### config.mk
export PLATFORM = sky130hd
export DESIGN_NAME = sample_voice_envelope_core
export DESIGN_NICKNAME = d
export VERILOG_FILES = /design/src/rtl/sve_pkg.sv /design/src/rtl/sve_serial_mul.sv /design/src/rtl/sve_cfg_regs.sv /design/src/rtl/sample_voice_envelope_core.sv
export VERILOG_INCLUDE_DIRS = /design/src /design/src/rtl
export SDC_FILE = /design/constraint.sdc
export NUM_CORES = 1
export LEC_CHECK = 0
export BUFFER_PORTS_ARGS = -buffer_cell sky130_fd_sc_hd__buf_4
export CORE_MARGIN = 2
export CORE_UTILIZATION = 60
export CTS_BUF_LIST = sky130_fd_sc_hd__clkbuf_16
export DETAILED_ROUTE_END_ITERATION = 10
export GPL_TIMING_DRIVEN = 0
export PLACE_DENSITY = 0.88
export SLEW_MARGIN = 20
export SYNTH_ARGS = -nofsm -noshare
export SYNTH_HDL_FRONTEND = slang
export SYNTH_SLANG_ARGS = --single-unit
### constraint.sdc
create_clock -name clk -period 3.8 [get_ports clk]
set_input_delay 0.19 -clock clk [delete_from_list [all_inputs] [get_ports clk]]
set_output_delay 0.19 -clock clk [all_outputs]
set_load 0.1 [all_outputs]
### src/rtl/assert_macros.svh
// Assertion helpers used by sample_voice_envelope_core.
`ifndef ASSERT_MACROS_SVH
`define ASSERT_MACROS_SVH

// Same-cycle implication, disabled while reset is asserted.
`define SVE_ASSERT_NOW(label, clk, rst_n, ante, cons) \
    label: assert property (@(posedge clk) disable iff (!rst_n) (ante) |-> (cons)) \
        else $error("assertion failed");

// Next-cycle implication, disabled while reset is asserted.
`define SVE_ASSERT_NEXT(label, clk, rst_n, ante, cons) \
    label: assert property (@(posedge clk) disable iff (!rst_n) (ante) |=> (cons)) \
        else $error("assertion failed");

`endif

### src/rtl/sve_pkg.sv
package sve_pkg;

    localparam int LEVEL_W = 8;
    localparam int PROD_W  = 2 * LEVEL_W;
    localparam logic [LEVEL_W-1:0] PEAK_LEVEL = 8'hFF;

    // Command codes carried on the input word
    typedef enum logic [1:0] {
        CMD_TICK    = 2'd0,
        CMD_START   = 2'd1,
        CMD_RELEASE = 2'd2,
        CMD_KILL    = 2'd3
    } cmd_t;

    // Envelope phase before release / echo take over
    typedef enum logic [1:0] {
        PH_ATTACK  = 2'd0,
        PH_DECAY   = 2'd1,
        PH_SUSTAIN = 2'd2
    } env_phase_t;

    // Reported phase code
    typedef enum logic [2:0] {
        PC_ATTACK  = 3'd0,
        PC_DECAY   = 3'd1,
        PC_SUSTAIN = 3'd2,
        PC_RELEASE = 3'd3,
        PC_ECHO    = 3'd4,
        PC_OFF     = 3'd5
    } phase_code_t;

    // Configuration register indexes
    typedef enum logic [2:0] {
        REG_ATTACK_RATE   = 3'd0,
        REG_DECAY_RATE    = 3'd1,
        REG_SUSTAIN_LEVEL = 3'd2,
        REG_RELEASE_RATE  = 3'd3,
        REG_ECHO_LEVEL    = 3'd4,
        REG_ECHO_TICKS    = 3'd5
    } cfg_idx_t;

    typedef struct packed {
        logic [LEVEL_W-1:0] attack_rate;
        logic [LEVEL_W-1:0] decay_rate;
        logic [LEVEL_W-1:0] sustain_level;
        logic [LEVEL_W-1:0] release_rate;
        logic [LEVEL_W-1:0] echo_level;
        logic [LEVEL_W-1:0] echo_ticks;
    } cfg_t;

    // Sequencer states
    typedef enum logic [2:0] {
        ST_IDLE,
        ST_EXEC,
        ST_ENV_MUL,
        ST_VOL_MUL,
        ST_LR_MUL,
        ST_DONE
    } state_t;

endpackage

### src/rtl/sve_serial_mul.sv
// Bit-serial 8x8 unsigned multiplier: one multiplier bit per cycle, LSB first.
module sve_serial_mul (
    input  logic                          clk,
    input  logic                          rst_n,
    input  logic                          start,
    input  logic [sve_pkg::LEVEL_W-1:0]   mcand,
    input  logic [sve_pkg::LEVEL_W-1:0]   mplier,
    output logic                          done,
    output logic [sve_pkg::PROD_W-1:0]    prod
);
    import sve_pkg::*;

    localparam int CNT_W = $clog2(LEVEL_W);

    logic                 run_reg;
    logic                 done_reg;
    logic [CNT_W-1:0]     cnt_reg;
    logic [LEVEL_W-1:0]   mcand_reg;
    logic [LEVEL_W-1:0]   mplier_reg;
    logic [PROD_W-1:0]    prod_reg;
    logic [LEVEL_W:0]     psum;

    // partial sum of the upper half and the current multiplicand term
    assign psum = {1'b0, prod_reg[PROD_W-1:LEVEL_W]}
                + (mplier_reg[0] ? {1'b0, mcand_reg} : '0);

    // control
    always_ff @(posedge clk or negedge rst_n)
    begin
        if (!rst_n)
        begin
            run_reg  <= 1'b0;
            done_reg <= 1'b0;
            cnt_reg  <= '0;
        end
        else if (start)
        begin
            run_reg  <= 1'b1;
            done_reg <= 1'b0;
            cnt_reg  <= '0;
        end
        else if (run_reg)
        begin
            cnt_reg <= cnt_reg + 1'b1;
            if (cnt_reg == CNT_W'(LEVEL_W - 1))
            begin
                run_reg  <= 1'b0;
                done_reg <= 1'b1;
            end
        end
        else
        begin
            done_reg <= 1'b0;
        end
    end

    // shift-add datapath
    always_ff @(posedge clk)
    begin
        if (start)
        begin
            mcand_reg  <= mcand;
            mplier_reg <= mplier;
            prod_reg   <= '0;
        end
        else if (run_reg)
        begin
            mplier_reg <= {1'b0, mplier_reg[LEVEL_W-1:1]};
            prod_reg   <= {psum, prod_reg[LEVEL_W-1:1]};
        end
    end

    assign done = done_reg;
    assign prod = prod_reg;

endmodule

### src/rtl/sve_cfg_regs.sv
// Configuration register file; writes beyond the register list are dropped.
module sve_cfg_regs (
    input  logic                        clk,
    input  logic                        rst_n,
    input  logic                        wr_en,
    input  logic [2:0]                  wr_index,
    input  logic [sve_pkg::LEVEL_W-1:0] wr_data,
    output sve_pkg::cfg_t               cfg
);
    import sve_pkg::*;

    cfg_t cfg_reg;
    cfg_t cfg_next;

    always_comb
    begin
        cfg_next = cfg_reg;
        if (wr_en)
        begin
            case (cfg_idx_t'(wr_index))
                REG_ATTACK_RATE:   cfg_next.attack_rate   = wr_data;
                REG_DECAY_RATE:    cfg_next.decay_rate    = wr_data;
                REG_SUSTAIN_LEVEL: cfg_next.sustain_level = wr_data;
                REG_RELEASE_RATE:  cfg_next.release_rate  = wr_data;
                REG_ECHO_LEVEL:    cfg_next.echo_level    = wr_data;
                REG_ECHO_TICKS:    cfg_next.echo_ticks    = wr_data;
                default:           cfg_next = cfg_reg;
            endcase
        end
    end

    always_ff @(posedge clk or negedge rst_n)
    begin
        if (!rst_n)
        begin
            cfg_reg.attack_rate   <= PEAK_LEVEL;
            cfg_reg.decay_rate    <= '0;
            cfg_reg.sustain_level <= PEAK_LEVEL;
            cfg_reg.release_rate  <= '0;
            cfg_reg.echo_level    <= '0;
            cfg_reg.echo_ticks    <= '0;
        end
        else
        begin
            cfg_reg <= cfg_next;
        end
    end

    assign cfg = cfg_reg;

endmodule

### src/rtl/sample_voice_envelope_core.sv
// Envelope generator for one sample voice (attack, decay, sustain, release,
// echo tail), and left/right volume scaling on ticks leaving the voice on.
// Input channel: in_valid / in_stall with cmd (tick, start, release, kill),
//   master_volume, right_volume, left_volume. One input word gives exactly
//   one output word on out_valid / out_stall carrying envelope_level,
//   right_level, left_level, voice_on and phase_code.
// Config channel: cfg_valid / cfg_ready with cfg_index and cfg_data; always
//   ready, write only while no word is in flight.
// Sequence: a word runs ST_EXEC, any multiply steps, then ST_DONE, which
//   writes the output register once it is free. Start, release, kill and
//   a tick on an idle voice need no multiply. Each product goes through a
//   bit-serial 8x8 multiplier (envelope on a tick with decay or release,
//   master volume, then left and right in parallel on two units). One
//   word is in work at a time; the next is accepted the cycle after its
//   result is written to the output register.
// Stall: a result waits in the output register; a later word may be accepted
//   meanwhile, but its result is held back until the register frees up.
// Reset: voice off, out_valid low, level and right/left zero, config reset.
`include "assert_macros.svh"

module sample_voice_envelope_core (
    input  logic       clk,
    input  logic       rst_n,
    // config write channel
    input  logic       cfg_valid,
    output logic       cfg_ready,
    input  logic [2:0] cfg_index,
    input  logic [7:0] cfg_data,
    // input words
    input  logic       in_valid,
    output logic       in_stall,
    input  logic [1:0] cmd,
    input  logic [3:0] master_volume,
    input  logic [7:0] right_volume,
    input  logic [7:0] left_volume,
    // output words
    output logic       out_valid,
    input  logic       out_stall,
    output logic [7:0] envelope_level,
    output logic [7:0] right_level,
    output logic [7:0] left_level,
    output logic       voice_on,
    output logic [2:0] phase_code
);
    import sve_pkg::*;

    cfg_t cfg;

    state_t state_reg, state_next;

    // accepted word
    cmd_t               cmd_reg;
    logic [3:0]         master_reg;
    logic [LEVEL_W-1:0] rvol_reg;
    logic [LEVEL_W-1:0] lvol_reg;

    // voice state
    logic               active_reg,  active_next;
    env_phase_t         phase_reg,   phase_next;
    logic               release_reg, release_next;
    logic               echo_reg,    echo_next;
    logic [LEVEL_W-1:0] level_reg,   level_next;
    logic [LEVEL_W-1:0] ecnt_reg,    ecnt_next;
    logic [LEVEL_W-1:0] right_reg,   right_next;
    logic [LEVEL_W-1:0] left_reg,    left_next;
    logic [LEVEL_W-1:0] vol_reg,     vol_next;

    // output register
    logic               out_valid_reg;
    logic [LEVEL_W-1:0] out_level_reg;
    logic [LEVEL_W-1:0] out_right_reg;
    logic [LEVEL_W-1:0] out_left_reg;
    logic               out_on_reg;
    phase_code_t        out_code_reg;
    phase_code_t        code_now;

    logic               out_free;
    logic               go_env;
    logic               go_vol;
    logic [LEVEL_W:0]   attack_sum;
    logic [LEVEL_W-1:0] ecnt_dec;
    logic [LEVEL_W-1:0] env_prod;

    // multipliers
    logic               mul_start_a, mul_start_b;
    logic [LEVEL_W-1:0] mul_mcand_a, mul_mplier_a;
    logic               mul_done_a,  mul_done_b;
    logic [PROD_W-1:0]  mul_prod_a,  mul_prod_b;

    sve_cfg_regs u_cfg (
        .clk      (clk),
        .rst_n    (rst_n),
        .wr_en    (cfg_valid & cfg_ready),
        .wr_index (cfg_index),
        .wr_data  (cfg_data),
        .cfg      (cfg)
    );

    sve_serial_mul u_mul_a (
        .clk    (clk),
        .rst_n  (rst_n),
        .start  (mul_start_a),
        .mcand  (mul_mcand_a),
        .mplier (mul_mplier_a),
        .done   (mul_done_a),
        .prod   (mul_prod_a)
    );

    // left channel unit, runs alongside the right channel
    sve_serial_mul u_mul_b (
        .clk    (clk),
        .rst_n  (rst_n),
        .start  (mul_start_b),
        .mcand  (vol_next),
        .mplier (lvol_reg),
        .done   (mul_done_b),
        .prod   (mul_prod_b)
    );

    assign cfg_ready  = 1'b1;
    assign in_stall   = (state_reg != ST_IDLE);
    assign out_free   = !out_valid_reg || !out_stall;
    assign attack_sum = {1'b0, level_reg} + {1'b0, cfg.attack_rate};
    assign ecnt_dec   = ecnt_reg - 1'b1;
    assign env_prod   = mul_prod_a[PROD_W-1:LEVEL_W];

    // voice state update
    always_comb
    begin
        active_next  = active_reg;
        phase_next   = phase_reg;
        release_next = release_reg;
        echo_next    = echo_reg;
        level_next   = level_reg;
        ecnt_next    = ecnt_reg;
        right_next   = right_reg;
        left_next    = left_reg;
        vol_next     = vol_reg;
        go_env       = 1'b0;
        go_vol       = 1'b0;
        case (state_reg)
            ST_EXEC:
            begin
                case (cmd_reg)
                    CMD_TICK:
                    begin
                        if (active_reg)
                        begin
                            if (echo_reg)
                            begin
                                // countdown ends at zero or negative
                                ecnt_next = ecnt_dec;
                                if (ecnt_dec == '0 || ecnt_dec[LEVEL_W-1])
                                    active_next = 1'b0;
                                else
                                    go_vol = 1'b1;
                            end
                            else if (release_reg || phase_reg == PH_DECAY)
                            begin
                                go_env = 1'b1;
                            end
                            else if (phase_reg == PH_ATTACK)
                            begin
                                if (attack_sum >= {1'b0, PEAK_LEVEL})
                                begin
                                    level_next = PEAK_LEVEL;
                                    phase_next = PH_DECAY;
                                end
                                else
                                begin
                                    level_next = attack_sum[LEVEL_W-1:0];
                                end
                                go_vol = 1'b1;
                            end
                            else
                            begin
                                go_vol = 1'b1;
                            end
                        end
                    end
                    CMD_START:
                    begin
                        active_next  = 1'b1;
                        release_next = 1'b0;
                        echo_next    = 1'b0;
                        ecnt_next    = cfg.echo_ticks;
                        if (cfg.attack_rate == PEAK_LEVEL)
                        begin
                            level_next = PEAK_LEVEL;
                            phase_next = PH_DECAY;
                        end
                        else
                        begin
                            level_next = cfg.attack_rate;
                            phase_next = PH_ATTACK;
                        end
                    end
                    CMD_RELEASE:
                    begin
                        if (active_reg)
                            release_next = 1'b1;
                    end
                    default:
                    begin
                        active_next = 1'b0;
                    end
                endcase
            end
            ST_ENV_MUL:
            begin
                if (mul_done_a)
                begin
                    if ((release_reg && env_prod <= cfg.echo_level)
                        || (!release_reg && env_prod <= cfg.sustain_level
                            && cfg.sustain_level == '0))
                    begin
                        // enter the echo tail, or end the note without one
                        if (cfg.echo_level == '0)
                        begin
                            active_next = 1'b0;
                        end
                        else
                        begin
                            level_next = cfg.echo_level;
                            echo_next  = 1'b1;
                            go_vol     = 1'b1;
                        end
                    end
                    else if (!release_reg && env_prod <= cfg.sustain_level)
                    begin
                        level_next = cfg.sustain_level;
                        phase_next = PH_SUSTAIN;
                        go_vol     = 1'b1;
                    end
                    else
                    begin
                        level_next = env_prod;
                        go_vol     = 1'b1;
                    end
                end
            end
            ST_VOL_MUL:
            begin
                if (mul_done_a)
                    vol_next = mul_prod_a[LEVEL_W+3:4];
            end
            ST_LR_MUL:
            begin
                if (mul_done_a)
                begin
                    right_next = mul_prod_a[PROD_W-1:LEVEL_W];
                    left_next  = mul_prod_b[PROD_W-1:LEVEL_W];
                end
            end
            default:
            begin
                go_env = 1'b0;
            end
        endcase
    end

    // next state
    always_comb
    begin
        state_next = state_reg;
        case (state_reg)
            ST_IDLE:
            begin
                if (in_valid)
                    state_next = ST_EXEC;
            end
            ST_EXEC:
            begin
                if (go_env)
                    state_next = ST_ENV_MUL;
                else if (go_vol)
                    state_next = ST_VOL_MUL;
                else
                    state_next = ST_DONE;
            end
            ST_ENV_MUL:
            begin
                if (mul_done_a)
                    state_next = go_vol ? ST_VOL_MUL : ST_DONE;
            end
            ST_VOL_MUL:
            begin
                if (mul_done_a)
                    state_next = ST_LR_MUL;
            end
            ST_LR_MUL:
            begin
                if (mul_done_a)
                    state_next = ST_DONE;
            end
            ST_DONE:
            begin
                if (out_free)
                    state_next = ST_IDLE;
            end
            default:
            begin
                state_next = ST_IDLE;
            end
        endcase
    end

    // multiplier launch and operand select
    always_comb
    begin
        mul_start_a  = 1'b0;
        mul_start_b  = 1'b0;
        mul_mcand_a  = level_next;
        mul_mplier_a = {4'b0000, master_reg} + 8'd1;
        case (state_reg)
            ST_EXEC:
            begin
                if (go_env)
                begin
                    mul_start_a  = 1'b1;
                    mul_mcand_a  = level_reg;
                    mul_mplier_a = release_reg ? cfg.release_rate : cfg.decay_rate;
                end
                else if (go_vol)
                begin
                    mul_start_a = 1'b1;
                end
            end
            ST_ENV_MUL:
            begin
                mul_start_a = go_vol;
            end
            ST_VOL_MUL:
            begin
                if (mul_done_a)
                begin
                    mul_start_a  = 1'b1;
                    mul_start_b  = 1'b1;
                    mul_mcand_a  = vol_next;
                    mul_mplier_a = rvol_reg;
                end
            end
            default:
            begin
                mul_start_a = 1'b0;
            end
        endcase
    end

    // phase code from the updated state
    always_comb
    begin
        if (!active_reg)
            code_now = PC_OFF;
        else if (echo_reg)
            code_now = PC_ECHO;
        else if (release_reg)
            code_now = PC_RELEASE;
        else
        begin
            case (phase_reg)
                PH_ATTACK: code_now = PC_ATTACK;
                PH_DECAY:  code_now = PC_DECAY;
                default:   code_now = PC_SUSTAIN;
            endcase
        end
    end

    // control and voice state registers
    always_ff @(posedge clk or negedge rst_n)
    begin
        if (!rst_n)
        begin
            state_reg     <= ST_IDLE;
            active_reg    <= 1'b0;
            phase_reg     <= PH_ATTACK;
            release_reg   <= 1'b0;
            echo_reg      <= 1'b0;
            level_reg     <= '0;
            ecnt_reg      <= '0;
            right_reg     <= '0;
            left_reg      <= '0;
            out_valid_reg <= 1'b0;
        end
        else
        begin
            state_reg   <= state_next;
            active_reg  <= active_next;
            phase_reg   <= phase_next;
            release_reg <= release_next;
            echo_reg    <= echo_next;
            level_reg   <= level_next;
            ecnt_reg    <= ecnt_next;
            right_reg   <= right_next;
            left_reg    <= left_next;
            if (state_reg == ST_DONE && out_free)
                out_valid_reg <= 1'b1;
            else if (!out_stall)
                out_valid_reg <= 1'b0;
        end
    end

    // payload registers
    always_ff @(posedge clk)
    begin
        vol_reg <= vol_next;
        if (state_reg == ST_IDLE && in_valid)
        begin
            cmd_reg    <= cmd_t'(cmd);
            master_reg <= master_volume;
            rvol_reg   <= right_volume;
            lvol_reg   <= left_volume;
        end
        if (state_reg == ST_DONE && out_free)
        begin
            out_level_reg <= level_reg;
            out_right_reg <= right_reg;
            out_left_reg  <= left_reg;
            out_on_reg    <= active_reg;
            out_code_reg  <= code_now;
        end
    end

    assign out_valid      = out_valid_reg;
    assign envelope_level = out_level_reg;
    assign right_level    = out_right_reg;
    assign left_level     = out_left_reg;
    assign voice_on       = out_on_reg;
    assign phase_code     = out_code_reg;

    // checks
    `SVE_ASSERT_NOW(a_mul_done_in_mul_state, clk, rst_n, mul_done_a,
        (state_reg == ST_ENV_MUL || state_reg == ST_VOL_MUL || state_reg == ST_LR_MUL))
    `SVE_ASSERT_NOW(a_lr_units_in_step, clk, rst_n,
        (state_reg == ST_LR_MUL && mul_done_a), mul_done_b)
    `SVE_ASSERT_NEXT(a_accept_goes_exec, clk, rst_n, (in_valid && !in_stall),
        (state_reg == ST_EXEC))
    `SVE_ASSERT_NEXT(a_done_posts_result, clk, rst_n, (state_reg == ST_DONE && out_free),
        (out_valid_reg && state_reg == ST_IDLE))

endmodule
-- Word-level counts from Yosys, hierarchy flattened
Cells that the tools add are included.
- add/sub/neg operators: 7
- $mul: 0
- divide/modulo/power cells: 0
- magnitude comparators: 3
- eq/ne operators: 39
- shift-type cells: 0
- multiplexer cells: 100
- bitwise logic cells: 1
- reductions and logical operators: 39
- operators by type and width (cell ; count):
    2-to-1 mux 8 bit ; 25
    case mux 8 bit (2 select lines) ; 5
    2-to-1 mux 1 bit ; 40
    2-to-1 mux 3 bit ; 11
    logical NOT 8 bit ; 3
    inequality test 2 bit, second input constant ; 11
    adder 8 x 9 -> 9 bit ; 2
    == test 3 bit, second input constant ; 6
    2-to-1 mux 2 bit ; 9
    inequality test 3 bit, second input constant ; 6
    case mux 3 bit (6 select lines) ; 1
    <= comparator 8 bit ; 2
    AND reduction 5 bit ; 3
    AND reduction 2 bit ; 7
    == test 3 x 2 -> 1 bit, second input constant ; 4
    case mux 2 bit (2 select lines) ; 3
    inequality test 2 x 1 -> 1 bit, second input constant ; 5
    AND reduction 10 bit ; 1
    nonzero test 2 bit ; 5
    adder 8 x 8 -> 9 bit ; 1
    greater-or-equal comparator 9 x 8 -> 1 bit, second input constant ; 1
    == test 8 bit, second input constant ; 1
    case mux 1 bit (2 select lines) ; 4
    subtractor 8 x 1 -> 8 bit, second input constant ; 1
    17 further kinds ; 32
- bits in registers: 220
- latch bits: 0
- memory bits (writable): 0
- bits in read-only memories: 0
- input bits: 38
- output and inout bits: 31
- word-level logic and storage cells: 227
- memories: 0

-- Longest topological paths before layout
- word-level depth: 12
- mapped depth: 12

-- Hierarchy
A second synthesis with hierarchy kept.
- cell total of the unflattened synthesis: 946
- area, all modules: 10964.3 um2
- by module, submodules not included (module ; times used ; cells an instance ; area an instance (um2) ; sequential area each (um2)):
    sample_voice_envelope_core ; 1 ; 552 ; 5625.4 ; 2687.6
    sve_serial_mul ; 2 ; 144 ; 1742.9 ; 925.9
    sve_cfg_regs ; 1 ; 106 ; 1853.0 ; 1221.2

-- Worst setup path after synthesis
No wires, ideal clock.
- path kind: flip-flop to flip-flop
- start: reg u_cfg.cfg_reg, in the netlist u_cfg.cfg[29]
- end: reg u_mul_a.mcand_reg[5] (data pin)
- setup time: 0.261 ns
- arrival: 2.678 ns
- data required time: 3.539 ns
- slack: 0.862 ns
- stages on the path, launching flop included: 12
- buffers on the path: 1
- period minus slack after synthesis: 2.938 ns
- cell sequence: dfstp_2 inv_1 ha_1 a211oi_1 nor2_1 o31ai_1 o21a_1 buf_2 mux2i_1 mux2i_1 a221o_1 a221o_1
- longest elaborated chain between the ends: 9
- elaborated cells on any way between the ends: 12
- ends and longest elaborated chain (element ; line ; source):
    start: declaration ; sve_cfg_regs.sv:12 ; cfg_t cfg_reg;
    start signal: assignment ; sve_cfg_regs.sv:45 ; cfg_reg <= cfg_next;
    <= comparator 8 bit ; sample_voice_envelope_core.sv:214, sample_voice_envelope_core.sv:229 ;
    logical AND 1 bit ; sample_voice_envelope_core.sv:214, sample_voice_envelope_core.sv:229 ;
    logical AND 1 bit ; sample_voice_envelope_core.sv:215 ; && cfg.sustain_level == '0))
    logical OR 1 bit ; sample_voice_envelope_core.sv:214 ; || (!release_reg && env_prod <= cfg.sustain_level
    2-to-1 mux 8 bit * ; sample_voice_envelope_core.sv:213 ; if ((release_reg && env_prod <= cfg.echo_level)
    2-to-1 mux 8 bit * ; sample_voice_envelope_core.sv:211 ; if (mul_done_a)
    case mux 8 bit (2 select lines) * ; sample_voice_envelope_core.sv:141 ; case (state_reg)
    net level_next[5] ; sample_voice_envelope_core.sv:62 ; logic [LEVEL_W-1:0] level_reg, level_next;
    2-to-1 mux 8 bit, on equally long branches ; sample_voice_envelope_core.sv:335, sample_voice_envelope_core.sv:318 ;
    case mux 8 bit (2 select lines) * ; sample_voice_envelope_core.sv:315 ; case (state_reg)
    net mul_mcand_a[5] ; sample_voice_envelope_core.sv:86 ; logic [LEVEL_W-1:0] mul_mcand_a, mul_mplier_a;
    end signal: assignment ; sve_serial_mul.sv:62 ; mcand_reg <= mcand;
    end: declaration ; sve_serial_mul.sv:18 ; logic [LEVEL_W-1:0] mcand_reg;
The timed path passes the listed nets; every way through them passes the cells marked *.
A chain may end at the register's enable or synchronous reset.

-- Final worst setup path
Ends and elaborated chain as after synthesis.

==> metrics.yaml <==
critical_path:
  cp-start-kind: "flop"
  max_stage_delay_ns: 0.55
  crit_arrival_ns: 3.79
  cp_data_required_time_ns: 4.03
  cp-startpoint: "u_cfg.cfg[29]"
  crit_path_end_kind: "flop"
  path_max_fanout: 7
  cp_slowest_cell: "dfstp_2"
  worstSetupPathType: "flop to flop"
  path_cells: "inv_1 > ha_1 > a211oi_1 > nor2_1 > o31ai_1 > o21a_1 > buf_2 > mux2i_1 > mux2i_1 > a221o_1 > a221o_1"
  r2r-start: "u_cfg.cfg[29]"
sta:
  setup_violations: 0
  post-route-period-util_pct: 93.6
  hold_viol: 0
  fmax_ghz: 0.281
  rsz0062_at_grt: "false"
  timing.hold.ws_ns: 0.0605
  period_needed_ns: 3.56
  timing.final.max_slew_violations: 0
  slew_headroom_pct: 29.9
  tightest_slew_ns: 1.04
  tns_ns: 0
  fin_skew_ns: 0.0164
global_routing:
  grt_max_degree: 99
  grt_pass1_vias: 7541
  antenna_found_initial: 0
  grt_pass1_wl_mm: 38.8
  grt-ovfl-total: 0
  grt_usage_pct: 27.5
drt:
  ant_nets: 0
  viasPerCell: 6.04
  dr.pass1.iters: 7
  first_iter_violations: 723
  wire_per_inst_microns: 19.1
  num_vias: 7727
  drc: 0
  routed_wirelength_mm: 24.5
clock_tree:
  clockRootBuffer: "clkbuf_16"
  cts.sinks: 208
  cts_buffer_depth: 3
  clock_latency_ns: 0.50
  cts.repair.resized: 0
  cts_made_buffers: 22
  cts-htree-levels: 1
  post-cts-setup-buffers: 0
  cts_tree: "built"
  cts_hold_buf: 32
  clk_pin_slew_ns: 0.06
cells_and_area:
  n_fill_cell: 1150
  finish.utilization_pct: 72.5
  multi_input_area_sq_mm: 0.00436
  area_growth_pct: 18.3
  drive_above_1_share_pct: 17.8
  largest_reg_flops: 48
  seqCellArea_sq_mm: 0.00550
  stdcell_area_sq_mm: 0.0120
  nets: 1131
  n_antenna_cell: 0
synth:
  synthCells: 921
  syn_nets: 1008
  synthFlopType: "edfxtp_1"
  async_reset_ff_share_pct: 47.1
  yosysUniqueCellTypes: 77
  syn_area_sq_mm: 0.0102
  syn_area_per_cell_sq_um: 11.0
  seq_area_frac_synth_pct: 54.1
  yosysWarnings: 0
  synth_edf_count: 82
  ys_ff_latch: 208
floorplanning:
  coreArea_sq_mm: 0.0166
  start_util_pct: 61.3
  ioPinCount: 69
  die_w_microns: 134
  rows: 47
  die_h_microns: 134
  die-area_sq_mm: 0.0180
worst_hold_path:
  holdCritStartpoint: "cfg_index[2]"
  hold_path.class: "input pin to flop"
outcome:
  status: "complete, no violations"
placed_design:
  gp_congestion: 0.920
  portBuffers: 66
  place_area_sq_mm: 0.0110
  dp_hpwl_mm: 16.3
pwr:
  vdd_drop_max_v: 0.000435
  power_density_mw_per_mm2: 425
  p_leak_nw: 5.00
flow_run:
  maxCapViolCount: 0
final timing paths:
| path | cells after the start | slack (ns) | to |
|---|---|---|---|
| setup / recovery | 11 | 0.24 | u_mul_a.mcand_reg[5] |
| hold / removal | 4 | 0.06 | u_cfg.cfg[27] |
| setup reg to reg | 11 | 0.24 | u_mul_a.mcand_reg[5] |
| hold reg to reg | 0 | 0.44 | right_level[7] |
| max in group asynchronous | 2 | 2.80 | left_reg[2] |
| min in group asynchronous | 2 | 0.35 | u_cfg.cfg[23] |
cell usage after synthesis (all sizes together) (14+ instances only):
library cell	instances	area share, %
edfxtp	82	24
o21ai	69	3.5
dfstp	16	4.1
nor2	64	2.4
nand2	112	4.2
a21o	16	1.2
and2	21	1.3
inv	43	1.6
dfxtp	28	5.5
a21oi	50	2.5
mux2	50	5.5
clkbuf	27	1.0
nor3	14	0.74
ha	46	5.7
dfrtp	82	20
mux2i	32	3.2
cell families (layout without fill, tap and decap cells):
group	Yosys count	in the layout	share of synthesized area, %
and+or+nand+nor	277	277	13.0
adders and majority gates	49	49	6.25
AOI/OAI and AO/OA	205	205	13.0
xor gates and xnor gates	20	20	1.72
buffers and inverters	79	218	3.18
DFF	208	208	54.1
muxes	82	82	8.69
other	1	1	0.0369
worst max-delay path: cells and delay by family (launching register included):
| kind | cells | cell delay (ns) |
|---|---|---|
| AO/OA/AOI/OAI | 5 | 1.61 |
| adder cells (fa/ha/maj) | 1 | 0.31 |
| buffers and inverters | 2 | 0.27 |
| flip-flops | 1 | 0.55 |
| multiplexers | 2 | 0.47 |
| AND/OR/NAND/NOR | 1 | 0.10 |
cells in the final DEF, fill, tap and decap left out, types with 46 or more instances in the layout:
| master | synthesis | layout |
|---|---|---|
| ha_1 | 46 | 46 |
| buf_4 | 1 | 66 |
| dfrtp_1 | 82 | 82 |
| mux2_2 | 50 | 50 |
| nand2_1 | 111 | 111 |
| a21oi_1 | 49 | 48 |
| nor2_1 | 64 | 64 |
| edfxtp_1 | 82 | 82 |
| o21ai_0 | 65 | 65 |
| inv_1 | 43 | 50 |
report_power, final:
group          internal, W  switching, W
clock network      0.00127      0.000858
logic             0.000200      0.000223
registers          0.00246      0.000104
total              0.00393       0.00118
per-stage QoR:
stage	setup slack, ns	cells	power, W
after detailed placement	0.471	1208	0.00298
after CTS	0.442	1280	0.00511
after global placement	0.518	1207	0.00295
after floorplan	0.862	921	0.00281
after global routing	0.167	1280	0.00527
final	0.242	1280	0.00511
per-layer routing:
metal / routed length (microns) / track usage (%) / share of wire, %
met5: 0 / 0 / 0
met2: 11600 / 46.1 / 47
met3: 2100 / 5.06 / 8.6
met1: 9820 / 36.0 / 40
met4: 947 / 10.6 / 3.9
area by class of cell:
type                    instances  share of cell area (%)
inverters                      43                    1.34
clock buffers                  24                    4.99
plain buffers                  36                    1.34
multi-input cells             634                    36.3
clock inverters                16                    1.02
well taps                     220                    2.29
repair buffers                 99                    7.04
flip-flops and latches        208                    45.7
Power figures use the tool's default switching activity.
